$ cat config.mk
export PLATFORM = sky130hd
export DESIGN_NAME = ofdm_null_symbol_detector
export DESIGN_NICKNAME = d
export VERILOG_FILES = /design/src/onsd_pkg.sv /design/src/onsd_tracker.sv /design/src/ofdm_null_symbol_detector.sv
export SDC_FILE = /design/constraint.sdc
export NUM_CORES = 2
export LEC_CHECK = 0
export ABC_AREA = 1
export BUFFER_PORTS_ARGS = -buffer_cell sky130_fd_sc_hd__buf_2
export CAP_MARGIN = 20
export CORE_AREA = 3 3 551 553
export CTS_CLUSTER_DIAMETER = 80
export DETAILED_ROUTE_END_ITERATION = 6
export DIE_AREA = 0 0 554 556
export SYNTH_ARGS = -nofsm -noshare
export SYNTH_HDL_FRONTEND = slang
export SYNTH_SLANG_ARGS = --single-unit
$ cat constraint.sdc
create_clock -name clk_i -period 19.15 [get_ports clk_i]
set_input_delay 2.8725 -clock clk_i [delete_from_list [all_inputs] [get_ports clk_i]]
set_output_delay 2.8725 -clock clk_i [all_outputs]
set_load 0.05 [all_outputs]
$ cat src/onsd_pkg.sv
// Shared types and constants of the OFDM null-symbol detector.
`timescale 1ns / 1ps

package onsd_pkg;

  localparam int WINDOW_LENGTH  = 50;
  localparam int LEVEL_SHIFT    = 17;
  localparam int WARMUP_SYMBOLS = 10;
  localparam int MAG_BITS       = 16;
  localparam int PERCENT_SCALE  = 100;

  localparam int SL_W    = 12;
  localparam int PCT_W   = 7;
  localparam int CFG_W   = 12;
  localparam int LEVEL_W = 16;
  localparam int SI_W    = 16;

  localparam int PTR_W    = $clog2(WINDOW_LENGTH);
  localparam int CNT_W    = SL_W + $clog2(WARMUP_SYMBOLS + 1);
  localparam int SCALE_W  = $clog2(PERCENT_SCALE);
  localparam int MAGS_W   = MAG_BITS + SCALE_W;
  localparam int SUMS_W   = MAGS_W + $clog2(WINDOW_LENGTH);
  localparam int ACC_W    = MAG_BITS + LEVEL_SHIFT;
  localparam int PCTW_W   = PCT_W + $clog2(WINDOW_LENGTH);
  localparam int LHS_W    = SUMS_W + LEVEL_SHIFT;
  localparam int RHS_W    = PCTW_W + ACC_W;
  localparam int CMP_W    = (LHS_W > RHS_W) ? LHS_W : RHS_W;

  localparam int CFG_IDX_W = 2;
  localparam logic [CFG_IDX_W-1:0] CFG_SYMBOL_LENGTH = 2'd0;
  localparam logic [CFG_IDX_W-1:0] CFG_NULL_LENGTH   = 2'd1;
  localparam logic [CFG_IDX_W-1:0] CFG_DIP_PERCENT   = 2'd2;
  localparam logic [CFG_IDX_W-1:0] CFG_END_PERCENT   = 2'd3;

  localparam logic [SL_W-1:0]  SYMBOL_LENGTH_RST = 12'd2552;
  localparam logic [SL_W-1:0]  NULL_LENGTH_RST   = 12'd2656;
  localparam logic [PCT_W-1:0] DIP_PERCENT_RST   = 7'd40;
  localparam logic [PCT_W-1:0] END_PERCENT_RST   = 7'd75;

  typedef enum logic [1:0] {
    PH_WARM = 2'd0,
    PH_FILL = 2'd1,
    PH_DIP  = 2'd2,
    PH_END  = 2'd3
  } phase_e;

  typedef struct packed {
    logic [SL_W-1:0] symbol_length;
    logic [SL_W-1:0] null_length;
  } cfg_t;

  typedef struct packed {
    logic   null_end;
    logic   search_timeout;
    phase_e phase;
  } res_t;

endpackage

$ cat src/onsd_tracker.sv
// Window sum, phase sequencer and threshold tests of the null-symbol detector.
`timescale 1ns / 1ps

module onsd_tracker (
  input  logic                                  clk_i,
  input  logic                                  rst_ni,
  input  logic                                  step_i,
  input  onsd_pkg::cfg_t                        cfg_i,
  input  logic [onsd_pkg::MAGS_W-1:0]           mag_scaled_i,
  input  logic [onsd_pkg::CMP_W-1:0]            dip_prod_i,
  input  logic [onsd_pkg::CMP_W-1:0]            end_prod_i,
  output onsd_pkg::res_t                        res_o
);

  localparam int PTR_W  = onsd_pkg::PTR_W;
  localparam int CNT_W  = onsd_pkg::CNT_W;
  localparam int SI_W   = onsd_pkg::SI_W;
  localparam int SUMS_W = onsd_pkg::SUMS_W;
  localparam int MAGS_W = onsd_pkg::MAGS_W;
  localparam int CMP_W  = onsd_pkg::CMP_W;
  localparam int SL_W   = onsd_pkg::SL_W;

  onsd_pkg::phase_e    phase_q, phase_d;
  logic [PTR_W-1:0]    ptr_q, ptr_d;
  logic [SUMS_W-1:0]   sum_q, sum_d;
  logic [CNT_W-1:0]    cnt_q, cnt_d;
  logic [SI_W-1:0]     si_q, si_d;

  logic [MAGS_W-1:0]   win_mem [onsd_pkg::WINDOW_LENGTH];
  logic [MAGS_W-1:0]   rd_q;
  logic                wr_en;

  logic [SUMS_W-1:0]   sum_new;
  logic [PTR_W-1:0]    ptr_inc;
  logic [CNT_W-1:0]    cnt_inc;
  logic [CNT_W-1:0]    warm_limit;
  logic [SI_W-1:0]     si_inc;
  logic [SL_W:0]       dip_limit;
  logic [SL_W+1:0]     end_limit;
  logic [SI_W:0]       end_index;
  logic [CMP_W-1:0]    lhs;
  logic                dip_hit, end_hit;
  logic                warm_done, fill_done, dip_timeout, end_timeout;
  logic                found_end, timed_out;

  // shared datapath and decisions
  always_comb begin
    if (phase_q == onsd_pkg::PH_FILL) begin
      sum_new = sum_q + SUMS_W'(mag_scaled_i);
    end else begin
      sum_new = sum_q + SUMS_W'(mag_scaled_i) - SUMS_W'(rd_q);
    end
    ptr_inc = (ptr_q == PTR_W'(onsd_pkg::WINDOW_LENGTH - 1)) ? '0 : ptr_q + PTR_W'(1);
    cnt_inc = cnt_q + CNT_W'(1);
    si_inc  = (si_q == '1) ? si_q : si_q + SI_W'(1);
    warm_limit = CNT_W'(cfg_i.symbol_length) * CNT_W'(onsd_pkg::WARMUP_SYMBOLS);
    dip_limit  = {cfg_i.symbol_length, 1'b0};
    end_limit  = (SL_W+2)'(dip_limit) + (SL_W+2)'(cfg_i.null_length);
    end_index  = (SI_W+1)'(si_inc) + (SI_W+1)'(onsd_pkg::WINDOW_LENGTH);
    lhs        = CMP_W'({sum_new, {onsd_pkg::LEVEL_SHIFT{1'b0}}});
    dip_hit    = (lhs <= dip_prod_i);
    end_hit    = (lhs >= end_prod_i);
    warm_done   = (cnt_inc >= warm_limit);
    fill_done   = (cnt_inc >= CNT_W'(onsd_pkg::WINDOW_LENGTH));
    dip_timeout = ((SI_W+1)'(si_inc) > (SI_W+1)'(dip_limit));
    end_timeout = (end_index > (SI_W+1)'(end_limit));
    found_end = 1'b0;
    timed_out = 1'b0;
    case (phase_q)
      onsd_pkg::PH_FILL: found_end = fill_done && dip_hit && end_hit;
      onsd_pkg::PH_DIP: begin
        timed_out = dip_timeout;
        found_end = !dip_timeout && dip_hit && end_hit;
      end
      onsd_pkg::PH_END: begin
        timed_out = end_timeout;
        found_end = !end_timeout && end_hit;
      end
      default: ;
    endcase
  end

  // next state
  always_comb begin
    phase_d = phase_q;
    ptr_d   = ptr_q;
    sum_d   = sum_q;
    cnt_d   = cnt_q;
    si_d    = si_q;
    if (step_i) begin
      case (phase_q)
        onsd_pkg::PH_WARM: begin
          cnt_d = cnt_inc;
          if (warm_done) begin
            phase_d = onsd_pkg::PH_FILL;
            cnt_d   = '0;
          end
        end
        onsd_pkg::PH_FILL: begin
          sum_d = sum_new;
          ptr_d = ptr_inc;
          cnt_d = cnt_inc;
          if (fill_done) begin
            cnt_d   = '0;
            si_d    = '0;
            phase_d = dip_hit ? onsd_pkg::PH_END : onsd_pkg::PH_DIP;
          end
        end
        onsd_pkg::PH_DIP: begin
          sum_d = sum_new;
          ptr_d = ptr_inc;
          si_d  = si_inc;
          if (!dip_timeout && dip_hit) begin
            phase_d = onsd_pkg::PH_END;
          end
        end
        default: begin
          sum_d = sum_new;
          ptr_d = ptr_inc;
          si_d  = si_inc;
        end
      endcase
      if (found_end || timed_out || (phase_q == onsd_pkg::PH_WARM && warm_done)) begin
        phase_d = onsd_pkg::PH_FILL;
        ptr_d   = '0;
        sum_d   = '0;
        cnt_d   = '0;
        si_d    = '0;
      end
    end
  end

  // outputs
  always_comb begin
    res_o.null_end       = found_end;
    res_o.search_timeout = timed_out;
    res_o.phase          = phase_d;
  end

  assign wr_en = step_i && (phase_q != onsd_pkg::PH_WARM);

  always_ff @(posedge clk_i or negedge rst_ni) begin
    if (!rst_ni) begin
      phase_q <= onsd_pkg::PH_WARM;
      ptr_q   <= '0;
      sum_q   <= '0;
      cnt_q   <= '0;
      si_q    <= '0;
    end else begin
      phase_q <= phase_d;
      ptr_q   <= ptr_d;
      sum_q   <= sum_d;
      cnt_q   <= cnt_d;
      si_q    <= si_d;
    end
  end

  // window store; read is prefetched at the next pointer
  always_ff @(posedge clk_i) begin
    if (wr_en) begin
      win_mem[ptr_q] <= mag_scaled_i;
    end
    rd_q <= win_mem[ptr_d];
  end

endmodule

$ cat src/ofdm_null_symbol_detector.sv
// Top level of the OFDM null-symbol detector: handshake, level tracking, thresholds.
`timescale 1ns / 1ps
//
//  channel  direction  handshake                 payload
//  in       input      in_valid_i / in_stall_o   magnitude_i
//  out      output     out_valid_o / out_stall_i null_end_o, search_timeout_o,
//                                                phase_code_o, level_o
//  cfg      input      cfg_we_i                  cfg_index_i, cfg_data_i
//
//  One transaction per clock while the output is not stalled.
//  The level accumulator updates on input, the product stage follows, and the
//  phase sequencer with its window store sets the result register.
//  Reset clears control state, the level and the window sum; the window store
//  is always filled before it is read.
//  A stalled output holds its result; bubbles still close up behind it.

module ofdm_null_symbol_detector (
  input  logic                               clk_i,
  input  logic                               rst_ni,
  input  logic                               in_valid_i,
  output logic                               in_stall_o,
  input  logic [onsd_pkg::MAG_BITS-1:0]      magnitude_i,
  output logic                               out_valid_o,
  input  logic                               out_stall_i,
  output logic                               null_end_o,
  output logic                               search_timeout_o,
  output logic [1:0]                         phase_code_o,
  output logic [onsd_pkg::LEVEL_W-1:0]       level_o,
  input  logic                               cfg_we_i,
  input  logic [onsd_pkg::CFG_IDX_W-1:0]     cfg_index_i,
  input  logic [onsd_pkg::CFG_W-1:0]         cfg_data_i
);

  localparam int ACC_W   = onsd_pkg::ACC_W;
  localparam int CMP_W   = onsd_pkg::CMP_W;
  localparam int MAGS_W  = onsd_pkg::MAGS_W;
  localparam int PCTW_W  = onsd_pkg::PCTW_W;
  localparam int PCT_W   = onsd_pkg::PCT_W;
  localparam int SL_W    = onsd_pkg::SL_W;
  localparam int LEVEL_W = onsd_pkg::LEVEL_W;

  logic [SL_W-1:0]   symbol_length_q;
  logic [SL_W-1:0]   null_length_q;
  logic [PCT_W-1:0]  dip_percent_q;
  logic [PCT_W-1:0]  end_percent_q;

  logic [ACC_W-1:0]  acc_q, acc_d;

  logic              v1_q, v2_q, v3_q;
  logic [onsd_pkg::MAG_BITS-1:0] mag1_q;
  logic [MAGS_W-1:0] mag2_q;
  logic [CMP_W-1:0]  dip_prod2_q, end_prod2_q;
  logic [LEVEL_W-1:0] level2_q, level3_q;
  onsd_pkg::res_t    res3_q;
  onsd_pkg::res_t    res;
  onsd_pkg::cfg_t    cfg;

  logic [PCTW_W-1:0] dip_scale, end_scale;
  logic              s1_free, s2_free, s3_free;
  logic              accept, mv2, mv3;

  assign s3_free = !v3_q || !out_stall_i;
  assign mv3     = v2_q && s3_free;
  assign s2_free = !v2_q || mv3;
  assign mv2     = v1_q && s2_free;
  assign s1_free = !v1_q || mv2;
  assign accept  = in_valid_i && s1_free;
  assign in_stall_o = !s1_free;

  assign acc_d = acc_q + ACC_W'(magnitude_i) - (acc_q >> onsd_pkg::LEVEL_SHIFT);

  assign dip_scale = PCTW_W'(dip_percent_q) * PCTW_W'(onsd_pkg::WINDOW_LENGTH);
  assign end_scale = PCTW_W'(end_percent_q) * PCTW_W'(onsd_pkg::WINDOW_LENGTH);

  assign cfg.symbol_length = symbol_length_q;
  assign cfg.null_length   = null_length_q;

  always_ff @(posedge clk_i or negedge rst_ni) begin
    if (!rst_ni) begin
      symbol_length_q <= onsd_pkg::SYMBOL_LENGTH_RST;
      null_length_q   <= onsd_pkg::NULL_LENGTH_RST;
      dip_percent_q   <= onsd_pkg::DIP_PERCENT_RST;
      end_percent_q   <= onsd_pkg::END_PERCENT_RST;
    end else if (cfg_we_i) begin
      case (cfg_index_i)
        onsd_pkg::CFG_SYMBOL_LENGTH: symbol_length_q <= cfg_data_i[SL_W-1:0];
        onsd_pkg::CFG_NULL_LENGTH:   null_length_q   <= cfg_data_i[SL_W-1:0];
        onsd_pkg::CFG_DIP_PERCENT:   dip_percent_q   <= cfg_data_i[PCT_W-1:0];
        onsd_pkg::CFG_END_PERCENT:   end_percent_q   <= cfg_data_i[PCT_W-1:0];
        default: ;
      endcase
    end
  end

  always_ff @(posedge clk_i or negedge rst_ni) begin
    if (!rst_ni) begin
      acc_q <= '0;
      v1_q  <= 1'b0;
      v2_q  <= 1'b0;
      v3_q  <= 1'b0;
    end else begin
      if (accept) begin
        acc_q <= acc_d;
      end
      if (s1_free) begin
        v1_q <= in_valid_i;
      end
      if (s2_free) begin
        v2_q <= v1_q;
      end
      if (s3_free) begin
        v3_q <= v2_q;
      end
    end
  end

  always_ff @(posedge clk_i) begin
    if (accept) begin
      mag1_q <= magnitude_i;
    end
    if (mv2) begin
      mag2_q      <= MAGS_W'(mag1_q) * MAGS_W'(onsd_pkg::PERCENT_SCALE);
      dip_prod2_q <= CMP_W'(dip_scale) * CMP_W'(acc_q);
      end_prod2_q <= CMP_W'(end_scale) * CMP_W'(acc_q);
      level2_q    <= LEVEL_W'(acc_q >> onsd_pkg::LEVEL_SHIFT);
    end
    if (mv3) begin
      res3_q   <= res;
      level3_q <= level2_q;
    end
  end

  onsd_tracker u_tracker (
    .clk_i        (clk_i),
    .rst_ni       (rst_ni),
    .step_i       (mv3),
    .cfg_i        (cfg),
    .mag_scaled_i (mag2_q),
    .dip_prod_i   (dip_prod2_q),
    .end_prod_i   (end_prod2_q),
    .res_o        (res)
  );

  assign out_valid_o      = v3_q;
  assign null_end_o       = res3_q.null_end;
  assign search_timeout_o = res3_q.search_timeout;
  assign phase_code_o     = res3_q.phase;
  assign level_o          = level3_q;

endmodule

==> impl_results.md <==
- Outcome: complete, but fails checks
- Failing checks: design-rule violations
- Total Routing Usage GR: 16.53%
- Clk root buf: clkbuf_16
- Final Hold Viols: 0
- Initial antenna violation count: 13
- Post-synthesis mux area share: 0%
- Pin count of the biggest net entering global routing: 225
- Critical Path Sink: u_tracker.rd_q[21]$_DFF_P_
- Pre-CTS setup slack: a little under 9000 ps
- Clock Sinks: roughly 1,400
- Synth warnings: 0
- Vias: 64,938
- Post-DP HPWL: roughly 170,000 µm
- Reg2reg start: mag2_q[2]$_DFFE_PP_
- Number of I/O pins: 57
- Average wire per standard cell: approximately 20 µm
- Worst setup path category: reg -> reg
- CTS buffer count: between 150 and 200
- Total Wirelength: about 260,000 µm
- GRT overflow: 0
- Die width: 554 µm
- Simple-gate share of the synthesized area: 19.33%
- CTS Hold Bufs: 0
- P&R area growth vs syn: 10.83%
- Crit-path max FO: 93
- Final min period: between 10,000 and 15,000 ps
- First-pass GRT wire length: 394,300 µm
- IO buf count: 56
- Cells after synthesis: just over 9,000
- Detailed router's first-iteration violation count: ~6,400
- Die Y-Extent: between 500 and 600 µm
- Final GP Congestion: around 0.87
- Max-Cap Viols: 0
- Post-Syn Area: about 0.090 mm²
- H-tree level count: 4
- Post-route DRC: 1
- Setup-failing EPs final: 0
- Syn Nets: ~10,000
- Syn_area_per_cell: 9.633 µm²
- Max Slew Vio Count: 0
- Core Box Area: 0.2993 mm²
- Max Clock Freq: roughly 95 MHz
- Longest Clk Path Bufs: 4
- Slowest CP cell: buf_4
- Largest family of logic cells by synthesized area: adder cells
- Worst-skew pair later-pin latency: 820 ps
- Delay of the slowest critical-path stage: about 920 ps
- Final Skew: between 60 and 70 ps
- Postcts setup bufs: 0
- TritonRoute pass-1 iters: 7
- Capturing point of the worst reg2reg path: u_tracker.rd_q[21]$_DFF_P_
- Reg2reg setup slack: 8630 ps
- Initial Util: between 20 and 30%
- Compound-Gate Fraction of Synth Area: under 10%
- Post-synthesis sequential area ratio: a little under half
- CTS tree: built
- Seq cells post-synth: 1,375
- Min-delay worst type: reg -> reg
- Synth unique cells: between 50 and 60
- Slew headroom: under 10%
- Post-synthesis xor/xnor area fraction: approximately 2.1%
- Setup_tns: 0 ps
- Vias in the first global route: about 64,000
- RSZ-0062 raised after global routing: no
- Worst-path clk slew: around 60 ps
- Setup crit start: mag2_q[2]$_DFFE_PP_
- Crit. End Element: register
- ANT nets after route: 0
- Reg2reg path depth: 48
- Most frequent CP cell: nand2_1
- Area share of fa/ha/maj cells after synthesis: around a fifth
- Final period util: about 55%
- Post_cts resized: 0
- CP required: between 15,000 and 20,000 ps
- Worst-margin pin slew: ~1400 ps
- Final setup margin: about 8600 ps
- Die ar.: 0.3080 mm²
- Final #Nets: 10,383
- Vias/cell: around 5
- CP startpoint kind: register
- CP Data Arrival Time: 11,220 ps
- Commonest non-fill, non-tap cells in the layout: nand2_1, inv_1, nand3_1, edfxtp_1, fa_1
- Share of layout cells above drive strength 1: under 10%
- Site Rows: about 200
- Commonest non-fill, non-tap cell in the layout: nand2_1
==> synth_stat cells, drive strengths merged <==
| cell | count | area, µm² |
|---|---|---|
| a211oi | 5 | 37.54 |
| a21boi | 12 | 90.09 |
| a21o | 15 | 112.6 |
| a21oi | 266 | 1331 |
| a221oi | 2 | 17.52 |
| a22o | 18 | 157.7 |
| a22oi | 1 | 7.510 |
| a31oi | 34 | 225.2 |
| and2 | 3 | 18.77 |
| and3 | 2 | 12.51 |
| buf | 183 | 890.8 |
| clkbuf | 267 | 1002 |
| clkinv | 10 | 37.54 |
| dfrtp | 124 | 3103 |
| dfstp | 17 | 446.7 |
| dfxtp | 21 | 420.4 |
| edfxtp | 1213 | 36420 |
| fa | 655 | 13110 |
| ha | 477 | 5968 |
| inv | 1447 | 5431 |
| nand2 | 1989 | 7486 |
| nand3 | 1376 | 6892 |
| nand3b | 49 | 367.9 |
| nand4 | 39 | 259.0 |
| nor2 | 518 | 1962 |
| nor3 | 29 | 145.1 |
| nor3b | 2 | 15.01 |
| nor4 | 9 | 56.30 |
| o211ai | 10 | 75.07 |
| o21a | 18 | 135.1 |
| o21ai | 228 | 1141 |
| o21bai | 13 | 108.9 |
| o221ai | 4 | 35.03 |
| o22ai | 13 | 87.58 |
| o311ai | 1 | 8.760 |
| o31a | 1 | 8.760 |
| o31ai | 3 | 22.52 |
| o32ai | 1 | 8.760 |
| o41ai | 1 | 8.760 |
| or2 | 16 | 100.1 |
| or3 | 1 | 6.260 |
| or4 | 1 | 7.510 |
| xnor2 | 73 | 639.4 |
| xor2 | 137 | 1200 |
==> logic make-up (layout without fill, tap and decap cells) <==
logic type,Yosys count,count (layout)
xor+xnor,210,210
compound gates,646,646
simple gates,4034,4034
flops,1375,1375
buf+inv,1907,1934
fa+ha+maj,1132,1132
other cells,0,5
==> final cells by class <==
cell class | instances | area [µm²]
clock buffers | 200 | 4158
clock inverters | 68 | 613.1
fillers | 30314 | 199900
repair buffers | 209 | 1505
well taps | 3958 | 4952
diodes | 5 | 12.51
flip-flops and latches | 1375 | 40400
multi-input cells | 6022 | 42210
inverters | 1457 | 5483
==> critical path, delay by kind of cell, from the launching register on <==
| family | cells | cell delay, ps |
|---|---|---|
| flip-flops | 1 | 320 |
| AND/OR/NAND/NOR | 24 | 2860 |
| XOR/XNOR | 2 | 420 |
| buffers and inverters | 7 | 3190 |
| AO/OA/AOI/OAI | 11 | 2320 |
| adder cells (fa/ha/maj) | 4 | 1130 |
==> flip-flops by register name, summed over array words and instances, names as in the netlist, 12 cells and up <==
register,count
u_tracker.sum_q,27
mag2_q,21
u_tracker.win_mem,1050
null_length_q,12
level_o,16
level2_q,16
end_prod2_q,45
u_tracker.cnt_q,16
symbol_length_q,12
u_tracker.rd_q,21
acc_q,33
mag1_q,16
dip_prod2_q,45
u_tracker.si_q,16
==> per-stage QoR <==
stage,utilization [%],instance area (µm²),instances,hold slack (ps)
final,33.19,99330,13294,406.5
after global routing,33.19,99320,13290,409.4
after CTS,33.18,99300,13288,406.4
after detailed placement,31.58,94520,13020,404.5
after global placement,31.58,94500,13019,402.1
after floorplan,-,89620,9304,400.3
==> per-layer routing <==
layer | vias up | GRT usage [%] | wire length (µm)
met2 | 2509 | 26.73 | 119500
met3 | 384 | 2.722 | 21400
li1 | 30113 | - | -
met5 | - | 0 | 26
met4 | 4 | 5.454 | 8530
met1 | 31928 | 22.52 | 109900
==> how the worst min path moves through the flow <==
stage / startpoint / to / slack (ps) / cells after the start
finish: level2_q[1]$_DFFE_PP_ / level_o[1]$_DFFE_PP_ / 410 / 0
global route: level2_q[1]$_DFFE_PP_ / level_o[1]$_DFFE_PP_ / 410 / 0
CTS: level2_q[1]$_DFFE_PP_ / level_o[1]$_DFFE_PP_ / 410 / 0
global placement: level2_q[1]$_DFFE_PP_ / level_o[1]$_DFFE_PP_ / 400 / 0
floorplan: level2_q[0]$_DFFE_PP_ / level_o[0]$_DFFE_PP_ / 400 / 0
detailed placement: level2_q[2]$_DFFE_PP_ / level_o[2]$_DFFE_PP_ / 400 / 0
Power is not shown: default switching activity piles up to over one toggle a cycle in this logic, so the estimate is an artifact.
